## src/hw/rtl/rpi_pkg.sv

```systemverilog
// rpi_pkg: shared widths, item types and the return-period table
// for the return period interpolator. No dependencies.
`default_nettype none

package rpi_pkg;

  localparam int FRAC_BITS_DEF = 8;
  localparam int Q_W           = 31;
  localparam int THR0_W        = 32;
  localparam int OUT_W         = 17;
  localparam int NUM_W         = 32;
  localparam int SPAN_W        = 7;
  localparam int YEARS_W       = 8;
  localparam int BAND_W        = 3;
  localparam int NUM_THR       = 8;
  localparam int PROD_W        = NUM_W + SPAN_W;
  localparam int QUEUE_DEPTH   = 2;

  typedef enum logic [1:0] {
    KIND_NODATA,
    KIND_TOP,
    KIND_ZERO,
    KIND_INTERP
  } kind_e;

  typedef struct packed {
    kind_e                    kind;
    logic [BAND_W-1:0]        band;
    logic [Q_W-1:0]           q;
    logic signed [THR0_W:0]   lo;
    logic [Q_W-1:0]           hi;
  } rpi_item_t;

  function automatic logic [YEARS_W-1:0] band_years(input logic [BAND_W-1:0] idx);
    logic [YEARS_W-1:0] y;
    unique case (idx)
      3'd0: y = 8'd1;
      3'd1: y = 8'd2;
      3'd2: y = 8'd5;
      3'd3: y = 8'd10;
      3'd4: y = 8'd25;
      3'd5: y = 8'd50;
      3'd6: y = 8'd100;
      3'd7: y = 8'd200;
    endcase
    return y;
  endfunction

endpackage

`default_nettype wire

```

## src/hw/rtl/rpi_front.sv

```systemverilog
// rpi_front: accepts items, classifies them and selects the band thresholds.
// Depends on rpi_pkg.
`default_nettype none

module rpi_front import rpi_pkg::*; #(
  parameter int unsigned FracBits = FRAC_BITS_DEF
) (
  input  wire logic                     clk_i,
  input  wire logic                     rst_ni,
  input  wire logic                     in_valid_i,
  output logic                          in_ready_o,
  input  wire logic [Q_W-1:0]           discharge_i,
  input  wire logic signed [THR0_W-1:0] thr_1yr_i,
  input  wire logic [Q_W-1:0]           thr_2yr_i,
  input  wire logic [Q_W-1:0]           thr_5yr_i,
  input  wire logic [Q_W-1:0]           thr_10yr_i,
  input  wire logic [Q_W-1:0]           thr_25yr_i,
  input  wire logic [Q_W-1:0]           thr_50yr_i,
  input  wire logic [Q_W-1:0]           thr_100yr_i,
  input  wire logic [Q_W-1:0]           thr_200yr_i,
  output logic                          item_valid_o,
  input  wire logic                     item_ready_i,
  output rpi_item_t                     item_o
);

  localparam logic [THR0_W-1:0] NODATA_THR = THR0_W'(0) - (THR0_W'(1) << FracBits);

  logic signed [THR0_W:0] thr [NUM_THR];
  logic signed [THR0_W:0] q_ext;
  logic [NUM_THR-1:0]     gt;
  logic [BAND_W-1:0]      hi_idx;
  rpi_item_t              item_d, item_q;
  logic                   valid_d, valid_q;
  logic                   load;

  always_comb begin
    thr[0] = {thr_1yr_i[THR0_W-1], thr_1yr_i};
    thr[1] = {2'b00, thr_2yr_i};
    thr[2] = {2'b00, thr_5yr_i};
    thr[3] = {2'b00, thr_10yr_i};
    thr[4] = {2'b00, thr_25yr_i};
    thr[5] = {2'b00, thr_50yr_i};
    thr[6] = {2'b00, thr_100yr_i};
    thr[7] = {2'b00, thr_200yr_i};
    q_ext  = {2'b00, discharge_i};
    for (int i = 0; i < NUM_THR; i++) begin
      gt[i] = q_ext > thr[i];
    end
  end

  always_comb begin
    item_d.kind = KIND_ZERO;
    item_d.band = '0;
    priority if (thr_1yr_i == NODATA_THR) begin
      item_d.kind = KIND_NODATA;
    end else if (gt[NUM_THR-1]) begin
      item_d.kind = KIND_TOP;
    end else begin
      // highest exceeded threshold wins
      for (int i = 0; i < NUM_THR - 1; i++) begin
        if (gt[i]) begin
          item_d.kind = KIND_INTERP;
          item_d.band = BAND_W'(i);
        end
      end
    end
    hi_idx    = BAND_W'(item_d.band + 1'b1);
    item_d.q  = discharge_i;
    item_d.lo = thr[item_d.band];
    item_d.hi = thr[hi_idx][Q_W-1:0];
  end

  assign in_ready_o   = !valid_q || item_ready_i;
  assign load         = in_valid_i && in_ready_o;
  assign valid_d      = load || (valid_q && !item_ready_i);
  assign item_valid_o = valid_q;
  assign item_o       = item_q;

  always_ff @(posedge clk_i or negedge rst_ni) begin
    if (!rst_ni) begin
      valid_q <= 1'b0;
    end else begin
      valid_q <= valid_d;
    end
  end

  always_ff @(posedge clk_i) begin
    if (load) begin
      item_q <= item_d;
    end
  end

endmodule

`default_nettype wire

```

## src/hw/rtl/rpi_queue.sv

```systemverilog
// rpi_queue: short FIFO of classified items between front and back.
// Depends on rpi_pkg.
`default_nettype none

module rpi_queue import rpi_pkg::*; (
  input  wire logic       clk_i,
  input  wire logic       rst_ni,
  input  wire logic       push_valid_i,
  output logic            push_ready_o,
  input  wire rpi_item_t  push_item_i,
  output logic            pop_valid_o,
  input  wire logic       pop_ready_i,
  output rpi_item_t       pop_item_o
);

  localparam int PTR_W = (QUEUE_DEPTH > 1) ? $clog2(QUEUE_DEPTH) : 1;
  localparam int CNT_W = $clog2(QUEUE_DEPTH + 1);

  rpi_item_t          mem_q [QUEUE_DEPTH];
  logic [PTR_W-1:0]   wr_ptr_d, wr_ptr_q, rd_ptr_d, rd_ptr_q;
  logic [CNT_W-1:0]   count_d, count_q;
  logic               push, pop;

  assign push_ready_o = count_q != CNT_W'(QUEUE_DEPTH);
  assign pop_valid_o  = count_q != '0;
  assign pop_item_o   = mem_q[rd_ptr_q];
  assign push         = push_valid_i && push_ready_o;
  assign pop          = pop_valid_o && pop_ready_i;

  always_comb begin
    wr_ptr_d = wr_ptr_q;
    rd_ptr_d = rd_ptr_q;
    count_d  = count_q;
    if (push) begin
      wr_ptr_d = (wr_ptr_q == PTR_W'(QUEUE_DEPTH - 1)) ? '0 : PTR_W'(wr_ptr_q + 1'b1);
    end
    if (pop) begin
      rd_ptr_d = (rd_ptr_q == PTR_W'(QUEUE_DEPTH - 1)) ? '0 : PTR_W'(rd_ptr_q + 1'b1);
    end
    if (push && !pop) begin
      count_d = CNT_W'(count_q + 1'b1);
    end else if (pop && !push) begin
      count_d = CNT_W'(count_q - 1'b1);
    end
  end

  always_ff @(posedge clk_i or negedge rst_ni) begin
    if (!rst_ni) begin
      wr_ptr_q <= '0;
      rd_ptr_q <= '0;
      count_q  <= '0;
    end else begin
      wr_ptr_q <= wr_ptr_d;
      rd_ptr_q <= rd_ptr_d;
      count_q  <= count_d;
    end
  end

  always_ff @(posedge clk_i) begin
    if (push) begin
      mem_q[wr_ptr_q] <= push_item_i;
    end
  end

endmodule

`default_nettype wire

```

## src/hw/rtl/rpi_back.sv

```systemverilog
// rpi_back: band arithmetic, pipelined restoring divider (one quotient bit
// per stage) and output register. Depends on rpi_pkg.
`default_nettype none

module rpi_back import rpi_pkg::*; #(
  parameter int unsigned FracBits = FRAC_BITS_DEF
) (
  input  wire logic              clk_i,
  input  wire logic              rst_ni,
  input  wire logic              in_valid_i,
  output logic                   in_ready_o,
  input  wire rpi_item_t         item_i,
  output logic                   out_valid_o,
  input  wire logic              out_ready_i,
  output logic signed [OUT_W-1:0] period_years_o
);

  localparam int QW    = SPAN_W + FracBits;
  localparam int RES_W = YEARS_W + FracBits + 1;
  localparam logic [RES_W-1:0] TWO_VAL    = RES_W'(2) << FracBits;
  localparam logic [RES_W-1:0] CLAMP_VAL  = RES_W'((199 << FracBits) / 100);
  localparam logic [RES_W-1:0] TOP_VAL    = RES_W'(200) << FracBits;
  localparam logic [OUT_W-1:0] NODATA_VAL = OUT_W'(0) - (OUT_W'(1) << FracBits);

  logic adv;

  // stage A: numerator, denominator, span
  logic                  a_valid_q;
  kind_e                 a_kind_q;
  logic [BAND_W-1:0]     a_band_q;
  logic [NUM_W-1:0]      a_num_q, a_den_q, a_num_d, a_den_d;
  logic [SPAN_W-1:0]     a_span_q, a_span_d;
  logic signed [THR0_W:0] num_full, den_full;
  logic [BAND_W-1:0]     hi_band;
  logic [YEARS_W-1:0]    span_full;

  // divider stages, index 0 holds the initial remainder
  logic                  d_valid_q [QW+1];
  kind_e                 d_kind_q  [QW+1];
  logic [BAND_W-1:0]     d_band_q  [QW+1];
  logic [NUM_W-1:0]      d_den_q   [QW+1];
  logic [NUM_W-1:0]      d_rem_q   [QW+1];
  logic [QW-1:0]         d_rq_q    [QW+1];
  logic [PROD_W-1:0]     prod;
  logic [NUM_W-1:0]      step_rem  [1:QW];
  logic [QW-1:0]         step_rq   [1:QW];

  // output
  logic                  out_valid_q;
  logic [OUT_W-1:0]      out_d, out_q;
  logic [RES_W-1:0]      res;

  assign adv        = !out_valid_q || out_ready_i;
  assign in_ready_o = adv;

  always_comb begin
    num_full  = $signed({2'b00, item_i.q}) - item_i.lo;
    den_full  = $signed({2'b00, item_i.hi}) - item_i.lo;
    a_num_d   = num_full[NUM_W-1:0];
    a_den_d   = den_full[NUM_W-1:0];
    hi_band   = BAND_W'(item_i.band + 1'b1);
    span_full = band_years(hi_band) - band_years(item_i.band);
    a_span_d  = span_full[SPAN_W-1:0];
  end

  assign prod = PROD_W'(a_num_q) * PROD_W'(a_span_q);

  always_comb begin
    logic [NUM_W:0] r2;
    logic           ge;
    for (int s = 1; s <= QW; s++) begin
      r2 = {d_rem_q[s-1], d_rq_q[s-1][QW-1]};
      ge = r2 >= {1'b0, d_den_q[s-1]};
      step_rem[s] = ge ? NUM_W'(r2 - {1'b0, d_den_q[s-1]}) : r2[NUM_W-1:0];
      step_rq[s]  = {d_rq_q[s-1][QW-2:0], ge};
    end
  end

  always_comb begin
    res = (RES_W'(band_years(d_band_q[QW])) << FracBits) + RES_W'(d_rq_q[QW]);
    if (d_band_q[QW] == '0 && res >= TWO_VAL) begin
      res = CLAMP_VAL;
    end
    unique case (d_kind_q[QW])
      KIND_NODATA: out_d = NODATA_VAL;
      KIND_TOP:    out_d = OUT_W'(TOP_VAL);
      KIND_ZERO:   out_d = '0;
      KIND_INTERP: out_d = OUT_W'(res);
    endcase
  end

  always_ff @(posedge clk_i or negedge rst_ni) begin
    if (!rst_ni) begin
      a_valid_q   <= 1'b0;
      out_valid_q <= 1'b0;
      for (int s = 0; s <= QW; s++) begin
        d_valid_q[s] <= 1'b0;
      end
    end else if (adv) begin
      a_valid_q    <= in_valid_i;
      d_valid_q[0] <= a_valid_q;
      for (int s = 1; s <= QW; s++) begin
        d_valid_q[s] <= d_valid_q[s-1];
      end
      out_valid_q  <= d_valid_q[QW];
    end
  end

  always_ff @(posedge clk_i) begin
    if (adv) begin
      a_kind_q    <= item_i.kind;
      a_band_q    <= item_i.band;
      a_num_q     <= a_num_d;
      a_den_q     <= a_den_d;
      a_span_q    <= a_span_d;
      d_kind_q[0] <= a_kind_q;
      d_band_q[0] <= a_band_q;
      d_den_q[0]  <= a_den_q;
      d_rem_q[0]  <= prod[PROD_W-1:SPAN_W];
      d_rq_q[0]   <= {prod[SPAN_W-1:0], FracBits'(0)};
      for (int s = 1; s <= QW; s++) begin
        d_kind_q[s] <= d_kind_q[s-1];
        d_band_q[s] <= d_band_q[s-1];
        d_den_q[s]  <= d_den_q[s-1];
        d_rem_q[s]  <= step_rem[s];
        d_rq_q[s]   <= step_rq[s];
      end
      out_q <= out_d;
    end
  end

  assign out_valid_o    = out_valid_q;
  assign period_years_o = $signed(out_q);

endmodule

`default_nettype wire

```

## src/hw/rtl/return_period_interpolator_core.sv

```systemverilog
// return_period_interpolator_core: top level, front classifier, item queue
// and arithmetic back end. Depends on rpi_pkg, rpi_front, rpi_queue, rpi_back.
//
//   channel | handshake                  | payload
//   in      | in_valid_i / in_ready_o    | discharge_i, thr_1yr_i .. thr_200yr_i
//   out     | out_valid_o / out_ready_i  | period_years_o
//
// One item per cycle sustained while out_ready_i stays high; the divider retires
// one quotient bit per stage (FracBits + 7 stages).
// Reset is asynchronous and clears all valid and pointer state; no clearing pass.
// A stall on out_ready_i freezes the back end; the queue and the front register
// keep accepting until full.
`default_nettype none

module return_period_interpolator_core import rpi_pkg::*; #(
  parameter int unsigned FracBits = FRAC_BITS_DEF
) (
  input  wire logic                     clk_i,
  input  wire logic                     rst_ni,
  input  wire logic                     in_valid_i,
  output logic                          in_ready_o,
  input  wire logic [Q_W-1:0]           discharge_i,
  input  wire logic signed [THR0_W-1:0] thr_1yr_i,
  input  wire logic [Q_W-1:0]           thr_2yr_i,
  input  wire logic [Q_W-1:0]           thr_5yr_i,
  input  wire logic [Q_W-1:0]           thr_10yr_i,
  input  wire logic [Q_W-1:0]           thr_25yr_i,
  input  wire logic [Q_W-1:0]           thr_50yr_i,
  input  wire logic [Q_W-1:0]           thr_100yr_i,
  input  wire logic [Q_W-1:0]           thr_200yr_i,
  output logic                          out_valid_o,
  input  wire logic                     out_ready_i,
  output logic signed [OUT_W-1:0]       period_years_o
);

  logic      f_valid, f_ready;
  rpi_item_t f_item;
  logic      b_valid, b_ready;
  rpi_item_t b_item;

  rpi_front #(.FracBits(FracBits)) u_front (
    .clk_i        (clk_i),
    .rst_ni       (rst_ni),
    .in_valid_i   (in_valid_i),
    .in_ready_o   (in_ready_o),
    .discharge_i  (discharge_i),
    .thr_1yr_i    (thr_1yr_i),
    .thr_2yr_i    (thr_2yr_i),
    .thr_5yr_i    (thr_5yr_i),
    .thr_10yr_i   (thr_10yr_i),
    .thr_25yr_i   (thr_25yr_i),
    .thr_50yr_i   (thr_50yr_i),
    .thr_100yr_i  (thr_100yr_i),
    .thr_200yr_i  (thr_200yr_i),
    .item_valid_o (f_valid),
    .item_ready_i (f_ready),
    .item_o       (f_item)
  );

  rpi_queue u_queue (
    .clk_i        (clk_i),
    .rst_ni       (rst_ni),
    .push_valid_i (f_valid),
    .push_ready_o (f_ready),
    .push_item_i  (f_item),
    .pop_valid_o  (b_valid),
    .pop_ready_i  (b_ready),
    .pop_item_o   (b_item)
  );

  rpi_back #(.FracBits(FracBits)) u_back (
    .clk_i          (clk_i),
    .rst_ni         (rst_ni),
    .in_valid_i     (b_valid),
    .in_ready_o     (b_ready),
    .item_i         (b_item),
    .out_valid_o    (out_valid_o),
    .out_ready_i    (out_ready_i),
    .period_years_o (period_years_o)
  );

endmodule

`default_nettype wire

```

## config.mk

```make
export PLATFORM = sky130hd
export DESIGN_NAME = return_period_interpolator_core
export DESIGN_NICKNAME = d
export VERILOG_FILES = /design/src/hw/rtl/rpi_pkg.sv /design/src/hw/rtl/rpi_front.sv /design/src/hw/rtl/rpi_queue.sv /design/src/hw/rtl/rpi_back.sv /design/src/hw/rtl/return_period_interpolator_core.sv
export SDC_FILE = /design/constraint.sdc
export NUM_CORES = 2
export LEC_CHECK = 0
export BUFFER_PORTS_ARGS = -buffer_cell sky130_fd_sc_hd__clkbuf_2
export CAP_MARGIN = 25
export CORE_MARGIN = 2
export CORE_UTILIZATION = 59
export CTS_BUF_LIST = sky130_fd_sc_hd__clkbuf_4 sky130_fd_sc_hd__clkbuf_8
export CTS_CLUSTER_DIAMETER = 100
export DETAILED_ROUTE_END_ITERATION = 8
export PLACE_DENSITY_LB_ADDON = 0.3
export SLEW_MARGIN = 5
export SYNTH_ARGS = -nofsm -noshare
export SYNTH_HDL_FRONTEND = slang
export SYNTH_SLANG_ARGS = --single-unit
```

## constraint.sdc

```tcl
create_clock -name clk_i -period 70.5 [get_ports clk_i]
set_input_delay 10.575 -clock clk_i [delete_from_list [all_inputs] [get_ports clk_i]]
set_output_delay 10.575 -clock clk_i [all_outputs]
set_load 0.03 [all_outputs]
```

# Word level (Yosys, flattened, before mapping)
# Memory sizes are Yosys's and may differ from the RTL's.
# Cells that the tools add are included.
[totals]
input_bits = 284
mem_bits_rw = 1544
reg_bits = 216
romBits = 192
memories = 9
[op_classes]
n_reduce_logical = 20
multipliers = 1
eq_ne = 5
n_bitwise = 2
n_addsub = 25
n_mux = 41
n_lt_le_gt_ge = 26
[mem_list]
columns = ["name", "words", "width", "rd", "rd_clocked_by_memory_dff", "write_ports", "line", "rtl"]
rows = [
  ["u_back.d_den_q", 16, 32, 15, 0, 16, "rpi_back.sv:41", "logic [NUM_W-1:0] d_den_q [QW+1];"],
  ["u_back.d_rem_q", 16, 32, 15, 0, 16, "rpi_back.sv:42", "logic [NUM_W-1:0] d_rem_q [QW+1];"],
  ["u_back.d_rq_q", 16, 15, 16, 0, 16, "rpi_back.sv:43", "logic [QW-1:0] d_rq_q [QW+1];"],
  ["u_queue.mem_q", 2, 100, 1, 0, 1, "rpi_queue.sv:19", "rpi_item_t mem_q [QUEUE_DEPTH];"],
  ["(name not given)", 8, 8, 1, 0, 0, "rpi_pkg.sv:36", "unique case (idx)"],
  ["(name not given)", 8, 8, 1, 0, 0, "rpi_pkg.sv:36", ""],
  ["3 more memories", "-", "-", "-", "-", "-", "-", ""],
]
[op_table]
columns = ["cell", "count"]
rows = [
  ["$sub 32x32->32", 17],
  ["$ge 33x32->1", 15],
  ["$mux 32", 15],
  ["$gt 31x31->1", 7],
  ["$bmux 33 s3", 2],
  ["$pmux 17 s4", 1],
  ["$mux 33", 2],
  ["$mux 31", 2],
  ["$mul 32x7->39", 1],
  ["$eq 32x32->1 const B", 1],
  ["$gt 32x32->1", 1],
  ["$mux 4", 7],
  ["$add 16x15->17", 1],
  ["$ge 17x10->1 const B", 1],
  ["$mux 17", 1],
  ["$ge 4x4->1 const B", 2],
  ["$not 3->4", 2],
  ["$logic_and 1x1->1", 7],
  ["$mux 1", 7],
  ["$sub 7x7->7", 1],
  ["$add 3x1->3 const B", 2],
  ["$mux 3", 2],
  ["$logic_not 1->1", 5],
  ["$eq 2x2->1 const B", 2],
  ["11 further kinds", 16],
]

# Longest topological paths before layout
[depth]
ltp_word = 15
depth_mapped = 22
mapped_depth_nobuf = 21

# By module
# From an unflattened synthesis, not the netlist that was laid out.
[hier_totals]
hier_cells = 9037
hier_area_um2 = 100840.5
[modules_own_cells]
columns = ["module", "instances", "cells_per_inst", "seq_area_each_um2", "area_each_um2"]
rows = [
  ["rpi_back", 1, 7085, 38917.3, 79495.0],
  ["rpi_front", 1, 1623, 2997.9, 13485.4],
  ["rpi_queue", 1, 329, 6105.9, 7860.0],
]

# Worst setup path before layout
# OpenSTA, ideal clock, no wires.
[synth_path]
kind = "input -> register"
start = "input port out_ready_i"
end = "register u_back.d_valid_q[10] in the netlist's numbering"
t_required_ns = 70.299
setup_ns = 0.201
slack_ns = 20.471
stages = 3
arrival_ns = 49.828
cell_sequence = "nand2b_1 -> clkbuf_1 -> mux2_2"
[synth_between]
elab_chain_len = 1
[synth_lines]
columns = ["item", "line", "rtl"]
rows = [
  ["from (decl)", "return_period_interpolator_core.sv:32", "input wire logic out_ready_i,"],
  ["$logic_or 1x1->1", "rpi_back.sv:53", "assign adv = !out_valid_q || out_ready_i;"],
  ["to (signal, indexed assignment)", "rpi_back.sv:103", "d_valid_q[s] <= d_valid_q[s-1];"],
  ["to (decl)", "rpi_back.sv:38", "logic d_valid_q [QW+1];"],
]
# Every way passes these cells.
# A chain may end at the register's enable or synchronous reset.

==> reports/qor.txt <==
Status: finished, final reports clean
Main synth FF type: edfxtp_1
Hold_sp: u_back.d_rq_q[1][0]
GP Congestion: 1.04
Row count: 149
Reg-to-Reg Start: u_back.a_span_q[6]
Max-cap viol count: 0
Cell Area, Synth: 98400 sq um
#FFs+latches synth: 1601
TritonCTS Buffers: 291
Global-route wire length before repair: 392 mm
Iter 0 DRT Violations: 6117
Drt pass-1 iters: 6
Largest net degree at the start of global routing: 184
Slowest cell on the critical path: mux2i_4
Worst skew pair latency: 1.06 ns
Worst min path class: reg -> reg
Netlist cell types: 96
Detailed placement HPWL: 197 mm
Required @ worst endpoint: 71.24 ns
Clock sink count: 1601
Worst setup EP type: register
Tcrit/Tclk final: 21.0%
GR Layer Usage met2: 50.1%
CTS tree: done
Worst Hold Depth: 0
Largest area contributor in the netlist: edfxtp_1
DR DRC count: 0
Met3 usage: 5.89%
Via Count: 69.4k
Register area share after synthesis: 48.7%
DR WL/cell: 22.3 microns
Ratio of cells with drive above 1 in the final layout: 12.9%
Yosys Warn Count: 0
Tightest Pin Transition: 1.08 ns
Critical Path AT: 15.57 ns
Vias in the first global route: 68.9k
WL final: 259 mm
Worst r2r dst: u_back.d_rem_q[0][31]
Setup TNS Final: 0 ns
Root Buffer Master: clkbuf_8
Post-CTS resize count: 0
Hold Path Sink: u_back.d_rq_q[2][1]
Crit path cell chain: clkbuf_2 -> ha_1 -> a21oi_1 -> nor2b_1 -> o21ai_0 -> o211ai_1 -> a221oi_1 -> o31ai_1 -> nand2_1 -> o2111ai_4 -> inv_6 -> ha_1 -> or2_2 -> mux2i_4 -> buf_4 -> a211oi_1
Ranking of synthesized cells by area: edfxtp_1 48%, ha_1 11%, inv_1 3.9%, mux2_2 3.7%, fa_1 3.4%
Fin. max-slew vios: 0
Die height: 412 microns
Worst-path maximum fanout: 48
Yosys top cell area share: 48.2%
GRT Overall Usage: 30.1%
PortBufs: 302
Initial Utilization: 59.5%
Syn Nets: 10.1k
RSZ-0062 raised after global routing: no
Grt peak-use layer: met2
Worst R2R Setup Slack: 63.56 ns
Fin. Hold Viols: 0
Post-synth EDFFs: 1578
Tmin final: 14.83 ns
Nets: 10.5k
Slew HR: 28.3%
Die X: 412 microns
Area Growth Syn to Fin: 9.99%
I/O Pins: 303
Slowest stage delay, CP: 0.67 ns
Routed Antenna Nets: 0
R2R cell count: 19
Reg clk slew, reported paths: 0.06 ns
Die ar.: 170000 sq um
Async SR Flop Fraction: 1.44%
Setup violators final: 0
Met1 Use GR: 36.9%
# Post-CTS Setup Buffers: 0
Grt ovf: 0
Clk_skew: 0.0816 ns
Most common cell on crit path: ha_1
Critical path class: in -> reg
Post-Syn Area per Cell: 11.2 sq um
Core area: 165000 sq um
H-tree lvl count: 5
Vias per cell: 5.98
Maximum buffer depth of the clock tree: 4
Hold slack final: 0.383 ns
F_max: 0.0674 GHz
Crit start category: input port
Initial antenna violation count: 29
Gate Count Post-Synth: 8748
Cts hold-fix bufs: 0
-- through the flow --
| step | setup slack [ns] | cell area [sq um] | cells | utilization [%] |
|---|---|---|---|---|
| floorplan | 20.47 | 98400 | 8748 | - |
| global placement | 54.82 | 102000 | 11100 | 61.9 |
| detailed placement | 54.83 | 102000 | 11100 | 62.0 |
| CTS | 55.93 | 108000 | 11600 | 65.4 |
| global route | 55.52 | 108000 | 11600 | 65.4 |
| finish | 55.67 | 108000 | 11600 | 65.4 |
-- critical path, delay by kind of cell --
kind            cells  cell delay, ns
buf+inv             3            1.04
fa+ha+maj           2            0.74
compound gates      7            1.88
simple gates        3            0.62
mux                 1            0.67
-- logic make-up after synthesis --
| kind of cell | Yosys count | share of synthesized area, % |
|---|---|---|
| simple gates | 2041 | 10.1 |
| compound gates | 1960 | 13.1 |
| flops | 1601 | 48.7 |
| buf+inv | 1227 | 4.76 |
| fa+ha+maj | 1036 | 14.4 |
| xor+xnor | 462 | 4.11 |
| mux | 421 | 4.69 |
-- worst max path at each step --
stage	startpoint	slack, ns	endpoint	cells past startpoint
6_report	discharge_i[4]	55.67	u_front.item_o[0]	16
5_1_grt	discharge_i[24]	55.52	u_front.item_o[1]	16
4_1_cts	discharge_i[4]	55.93	u_front.item_o[1]	16
3_5_place_dp	discharge_i[4]	54.83	u_front.item_o[1]	16
3_3_place_gp	discharge_i[28]	54.82	u_front.item_o[0]	16
2_1_floorplan	out_ready_i	20.47	u_back.d_valid_q[10]	3
-- cell usage after synthesis, types with 63 or more instances --
library cell / number
and2_1: 215
xnor2_1: 300
nand2b_1: 77
fa_1: 166
a21oi_1: 529
mux2i_1: 97
a21o_1: 321
o21ai_0: 378
and3_1: 94
nand3_1: 87
nand4_1: 129
ha_1: 870
o21bai_1: 63
a211oi_1: 114
xor2_1: 162
clkbuf_1: 129
nor2b_1: 97
mux2_2: 323
o21a_1: 93
inv_1: 1033
edfxtp_1: 1578
nor3_1: 99
nor2_1: 483
nand2_1: 593
-- final cells by class --
| type | instances | area [sq um] |
|---|---|---|
| Clock inverter | 121 | 1040 |
| Clock buffer | 367 | 4630 |
| Tap cell | 2189 | 2740 |
| Timing Repair Buffer | 354 | 2000 |
| Inverter | 1035 | 3890 |
| Fill cell | 12600 | 57100 |
| Antenna cell | 17 | 42.5 |
| Multi-Input combinational cell | 5920 | 45900 |
| Sequential cell | 1601 | 48000 |
-- cells in the final DEF, fill, tap and decap left out, types with 67 or more instances in the layout --
master / instances
edfxtp_1: 1578
clkbuf_8: 300
fa_1: 166
a21o_1: 321
clkbuf_2: 302
nor2_1: 481
nor3_1: 99
clkbuf_4: 67
nand3_1: 87
nor2b_1: 97
xor2_1: 162
nand4_1: 129
inv_1: 1033
nand2b_1: 76
and2_1: 214
mux2i_1: 94
nand2_1: 593
o21ai_0: 378
ha_1: 870
a21oi_1: 526
and3_1: 93
xnor2_1: 300
a211oi_1: 114
o21a_1: 93
mux2_2: 323
-- state kept, by name (all words and copies together), names as in the netlist, 2 cells and up --
signal and count:
u_back.a_kind_q 2, u_back.d_rem_q 480, u_back.d_den_q 480, u_back.a_span_q 7, u_back.a_num_q 32, u_queue.count_q 2, u_back.d_kind_q 32, u_front.item_o 99
u_back.a_band_q 3, u_back.period_years_o 17, u_back.d_rq_q 148, u_back.d_band_q 48, u_back.d_valid_q 16, u_back.a_den_q 32, u_queue.mem_q 198
-- layer usage --
layer / up-vias / part of all wire [%]
li1: 32700 / -
met1: 33500 / 40
met2: 2550 / 48
met3: 608 / 6.7
met4: 24 / 5.9
met5: - / 0.066
Power is left out: the tool's default activity adds up to more than one toggle a clock period on the data nets, which glitch-free logic cannot reach.
